File: config.mk
export PLATFORM = sky130hd
export DESIGN_NAME = bz6_div_cell
export DESIGN_NICKNAME = d
export VERILOG_FILES = /design/src/hdl/bezier6_pos_vel_acc_eval_assert.svh /design/src/hdl/bz6_div_cell.sv
export SDC_FILE = /design/constraint.sdc
export NUM_CORES = 1
export LEC_CHECK = 0
export ABC_AREA = 1
export BUFFER_PORTS_ARGS = -buffer_cell sky130_fd_sc_hd__clkbuf_2
export CAP_MARGIN = 20
export CORE_UTILIZATION = 44
export CTS_BUF_LIST = sky130_fd_sc_hd__clkbuf_16
export DETAILED_ROUTE_END_ITERATION = 6
export PLACE_DENSITY = 0.82
export SYNTH_ARGS = -nofsm -noshare
export SYNTH_HDL_FRONTEND = slang
export SYNTH_SLANG_ARGS = --single-unit
File: constraint.sdc
create_clock -name i_clk -period 1.7 [get_ports i_clk]
set_clock_uncertainty 0.1 [all_clocks]
set_input_delay 0.255 -clock i_clk [delete_from_list [all_inputs] [get_ports i_clk]]
set_output_delay 0.255 -clock i_clk [all_outputs]
set_load 0.01 [all_outputs]
File: src/hdl/bezier6_pos_vel_acc_eval_assert.svh
// Assertion macros used by the RTL.
`ifndef BEZIER6_POS_VEL_ACC_EVAL_ASSERT_SVH
`define BEZIER6_POS_VEL_ACC_EVAL_ASSERT_SVH

// Assert that a condition implies a property in the same cycle.
`define BZ_ASSERT_IMP(label, clk, rst_n, pre, post) \
    label: assert property (@(posedge clk) disable iff (!rst_n) (pre) |-> (post)) \
        else $error("assertion failed");

// Assert that a condition implies a property in the next cycle.
`define BZ_ASSERT_NEXT(label, clk, rst_n, pre, post) \
    label: assert property (@(posedge clk) disable iff (!rst_n) (pre) |=> (post)) \
        else $error("assertion failed");

`endif

File: src/hdl/bz6_div_cell.sv
// One restoring division step: produces one quotient bit per cell.
module bz6_div_cell #(
    parameter int unsigned QW = 52,
    parameter int unsigned DW = 16,
    parameter int unsigned K  = 0
) (
    input  logic          i_clk,
    input  logic          i_en,
    input  logic [DW:0]   i_rem,
    input  logic [QW-1:0] i_num,
    input  logic [DW-1:0] i_den,
    output logic [DW:0]   o_rem,
    output logic [QW-1:0] o_num,
    output logic [DW-1:0] o_den
);
    logic [DW+1:0] trial;
    logic [QW-1:0] n_num;
    logic [DW:0]   r_rem;
    logic [QW-1:0] r_num;
    logic [DW-1:0] r_den;

    // Shift in the next dividend bit and try to subtract the divisor.
    // The consumed dividend bit is replaced by the new quotient bit.
    always_comb begin
        trial = {i_rem, i_num[QW-1-K]} - {2'b00, i_den};
        n_num = i_num;
        n_num[QW-1-K] = !trial[DW+1];
    end

    always_ff @(posedge i_clk) begin
        if (i_en) begin
            if (!trial[DW+1]) begin
                r_rem <= trial[DW:0];
            end else begin
                r_rem <= {i_rem[DW-1:0], i_num[QW-1-K]};
            end
            r_num <= n_num;
            r_den <= i_den;
        end
    end

    assign o_rem = r_rem;
    assign o_num = r_num;
    assign o_den = r_den;
endmodule

[Word-level counts from Yosys, hierarchy flattened]
Cells that the tools add are included.
Cells by class
  add/subtract/negate cells: 1
  multiplexer cells: 1
  reduce and logical (&&, ||, !) cells: 1
Operators with widths (number)
  $sub 18x16->18: 1
  $mux 17: 1
  $logic_not 1->1: 1
Storage, ports and cells
  register bits: 85
  output and inout port bits: 85
  logic and storage cells: 6

[Logic depth before layout (Yosys ltp)]
  word-level depth: 2
  mapped depth: 14
  depth with buffers taken out: 14

[Worst setup path after synthesis]
No wires, ideal clock.
  kind: input port to flip-flop
  from: input i_num[51]
  to: register r_rem[14], in the netlist o_rem[14] (data pin)
  setup time: 0.252 ns
  arrival: 1.532 ns
  setup slack: -0.184 ns
  stages: 13
  buffers on the path: 0
  cell sequence: inv_1 > ha_1 > fa_1 > inv_1 > nand2_1 > nand2_1 > nand3_1 > nand2_1 > nand2_1 > nand3_1 > nand2_1 > nand3_2 > nand2_1
On the way
  longest elaborated chain between the ends: 2
RTL lines
  from (decl): line bz6_div_cell.sv:10  | input logic [QW-1:0] i_num,
  $sub 18x16->18: line bz6_div_cell.sv:25  | trial = {i_rem, i_num[QW-1-K]} - {2'b00, i_den};
  $mux 17: line bz6_div_cell.sv:32  | if (!trial[DW+1]) begin
  to (signal assigned): line bz6_div_cell.sv:33  | r_rem <= trial[DW:0];
  to (signal assigned): line bz6_div_cell.sv:35  | r_rem <= {i_rem[DW-1:0], i_num[QW-1-K]};
  to (decl): line bz6_div_cell.sv:18  | logic [DW:0] r_rem;
Every way passes these cells.
A chain may end at the register's enable or synchronous reset.

[Final worst setup path]
  from: input i_rem[9]
  to: register r_rem[4], in the netlist o_rem[4] (data pin)
On the way
  longest elaborated chain between the ends: 2
RTL lines
  from (decl): line bz6_div_cell.sv:9  | input logic [DW:0] i_rem,
  $sub 18x16->18: line bz6_div_cell.sv:25
  $mux 17: line bz6_div_cell.sv:32
Every way passes these cells.

==> results by group <==
Route
  – # DRC: 0
  – Post-route antenna net violation count: 0
  – DRT iter0 DRCs: 361
  – Wirelength, routed: 14.5 mm
  – DRT Pass-1 Iters: 5
  – WL/cell: about 18 um
  – Vias: just under 4000
  – Vias per cell: 5.03

Critical path
  – Worst path cell trace: clkbuf_2 > ha_4 > nand2_2 > nand2_4 > nand2_4 > a21oi_4 > nor2_4 > buf_12 > nand2_8 > nand2_8 > nand3_1 > nand2_1
  – Delay-heaviest family, CP: simple AND/OR/NAND/NOR gates
  – Crit-path max cell delay: 0.30 ns
  – Worst Path Arrival: 1.72 ns
  – Worst EP required: approximately 1.7 ns
  – Setup crit start kind: input pin
  – Critical path class: input pin to flop
  – CP Capture Type: flop
  – Buf/Inv on CP: 2
  – Crit path from: i_rem[9]
  – Slowest cell on crit path: ha_4
  – Crit. path cell count: 12
  – Critical Path Fanout Max: 9

Clock network
  – Max Root-Sink Buffers: 2
  – Clk slew on worst S/H paths: 0.07 ns
  – Sink Count: 85
  – Num CTS Buffers: 9
  – CTS tree: done
  – Root buffer cell: clkbuf_16
  – CTS H-tree depth: 3

Power and ir drop
  – Pwr Total: 0.00602 W
  – Clock power share: 30.8%
  – PwrDens: 876 nW/um2
  – Comb power frac: 26.0%
  – Psw: 0.00178 W
  – Lkg Pwr: 3.30 nW
  – Reg power frac: 43.2%
  – Pint: 0.00425 W
  – Worst ir drop on vdd: between 0.0006 and 0.0007 V
  – Switching Fraction: 29.5%

Run status
  – Failing checks: negative hold slack, negative setup slack
  – Status: complete, but fails checks

Synthesis
  – Syn Nets: 490
  – Post-synthesis async set-or-reset flop share: 0%
  – Synth cell types: 28
  – Post-synth EDFFs: 85
  – Prevailing post-synth register cell: edfxtp_1
  – Seq/Total Area, Yosys: between 60% and 70%
  – Post-synthesis cell area: 4210 um2
  – Synth Register Bits: 85
  – Post-Synthesis Mean Instance Area: around 11 um2
  – Cells after Synth: ~390
  – Synth warnings: 0

Layout
  – Fill count: 560
  – Layout cells sized above 1: 55.3%
  – Fin nets: ~760
  – Sequential cell area: 2550 um2
  – Layout Cells excl Fill: 789
  – Antenna Cells: 0
  – Area of the multi-input gates: 1830 um2
  – Layout Area Growth over Synthesis: 63.3%

STA
  – RSZ-0062 raised after global routing: true
  – Max Freq: 0.578 GHz
  – Worst slew margin: 62.5%
  – Fin crit period: 1.73 ns
  – Least-Margin Pin Slew: ~0.56 ns
  – Final worst slack: -0.0309 ns
  – Final period util: 102%
  – Hold WS: -0.00705 ns
  – Slew Viols, Final: 0
  – Setup-failing EPs final: 5
  – Final hold violation count: 9

GRT
  – Initial antenna violation count: 0
  – Largest net degree at the start of global routing: 46
  – Grt total ovfl: 0
  – Global Route Usage Sum: 24.0%
  – Number of global-route vias before repair: roughly 3600
  – First-pass GRT wire length: 18.1 mm

Floorplan
  – Num ports: 172
  – Die area: 9970 um2
  – Die width: ~100 um
  – Starting Density: between 40% and 50%
  – Die height: 99.9 um
  – Core area: 9240 um2
  – FP Rows: 35

Place
  – Placed cells: 733
  – DP HPWL: 8.36 mm
  – Placer Congestion: 0.896
  – Number of port buffers: 171

Hold path
  – Worst hold stages: 1
  – Hold Crit Endpoint: o_num[32]
  – Worst Hold Class: input pin to flop
  – Hold_sp: i_num[32]

Run
  – Max cap viols: 0
-- worst max path at each step --
| stage | to | slack, ns |
|---|---|---|
| floorplan | o_rem[14] | -0.07 |
| global placement | o_rem[0] | -0.40 |
| detailed placement | o_rem[2] | -0.45 |
| CTS | o_rem[10] | 0.01 |
| global route | o_rem[14] | -0.10 |
| finish | o_rem[4] | -0.03 |
-- repair_timing --
action / 4_1_cts / 5_1_grt
pin swaps: 0 / 47
hold endpoints to repair: 17 / 7
buffers inserted: 4 / 7
endpoints found under the setup margin: 17 / 18
resized for setup: 2 / 85
hold buffers: 17 / 7
cloned: 0 / 5
-- cells in the mapped netlist, types with 2 or more instances --
| cell | count | area, um2 |
|---|---|---|
| a21oi_1 | 8 | 40.0 |
| and2_1 | 2 | 12.5 |
| buf_6 | 2 | 22.5 |
| edfxtp_1 | 85 | 2550 |
| ha_1 | 16 | 200 |
| inv_1 | 64 | 240 |
| inv_2 | 3 | 11.3 |
| nand2_1 | 110 | 413 |
| nand2_2 | 5 | 31.3 |
| nand2_4 | 4 | 45.0 |
| nand3_1 | 30 | 150 |
| nand3_2 | 17 | 170 |
| nand3_4 | 3 | 52.6 |
| nand4_1 | 5 | 31.3 |
| nor2_1 | 11 | 41.3 |
| nor2_4 | 3 | 33.8 |
| or2_2 | 2 | 12.5 |
| xnor2_1 | 3 | 26.3 |
| xor2_1 | 4 | 35.0 |
-- power groups by stage --
stage	logic [W]	clock network [W]	registers [W]
global route	0.00168	0.00193	0.00261
detailed placement	0.00125	0	0.00263
global placement	0.00122	0	0.00263
finish	0.00157	0.00185	0.00260
floorplan	0.000563	0	0.00274
CTS	0.00133	0.00181	0.00259
-- stage by stage --
stage	hold WS (ns)	setup slack, ns	cell area (um2)	TNS, ns	utilization, %
floorplan	0.254	-0.0739	4460	-0.827	-
global placement	0.332	-0.400	5830	-6.86	63.1
detailed placement	0.334	-0.451	5830	-7.66	63.1
CTS	0.0000397	0.0142	6370	0	69.0
global route	-0.0115	-0.101	6880	-0.429	74.4
finish	-0.00705	-0.0309	6880	-0.0410	74.4
-- cell usage in the layout, fill, tap and decap left out --
cell           count
a21oi_1            7
inv_2             13
or2_2              2
clkbuf_16         11
ha_2               3
buf_4             56
nand3_1           19
nand3_4            6
xor2_1             3
clkinv_2           1
fa_2               1
nand2_1           84
inv_6              2
inv_4              5
nor2_1            11
clkinvlp_4         2
clkbuf_2         158
xor2_2             1
inv_1             50
nand2_4            8
nand2_8            7
and2_1             2
a21oi_4            2
clkinv_4           1
o21ai_2            1
inv_12             1
nand4_1            5
nand2_2           23
xnor2_1            3
buf_12             7
nor2_4             4
ha_4              13
dlygate4sd3_1     24
nand3_2           25
edfxtp_1          85
nor3_1             1
and3_1             1
buf_6             12
-- area by class of cell --
cell class,count,area share [%]
well taps,129,2.35
repair buffers,259,25.8
flip-flops and latches,85,37.1
multi-input cells,232,26.6
clock inverters,7,0.728
inverters,68,4.07
clock buffers,9,3.27
-- layer usage --
layer	routed length (um)	track usage, %	share of wire (%)
met1	4910	25.1	34
met2	7690	46.4	53
met3	1230	6.48	8.5
met4	651	7.13	4.5
met5	0	0	0
-- state kept, by name (all words and copies together), names as in the netlist --
name and flops:
o_num 52, o_den 16, o_rem 17
-- kinds of logic after synthesis --
| family | share of synthesized area (%) |
|---|---|
| adder cells (fa/ha/maj) | 5.23 |
| AND/OR/NAND/NOR | 24.0 |
| buffers and inverters | 7.45 |
| flip-flops | 60.6 |
| AO/OA/AOI/OAI | 1.28 |
| XOR/XNOR | 1.46 |
Power figures use the tool's default switching activity.
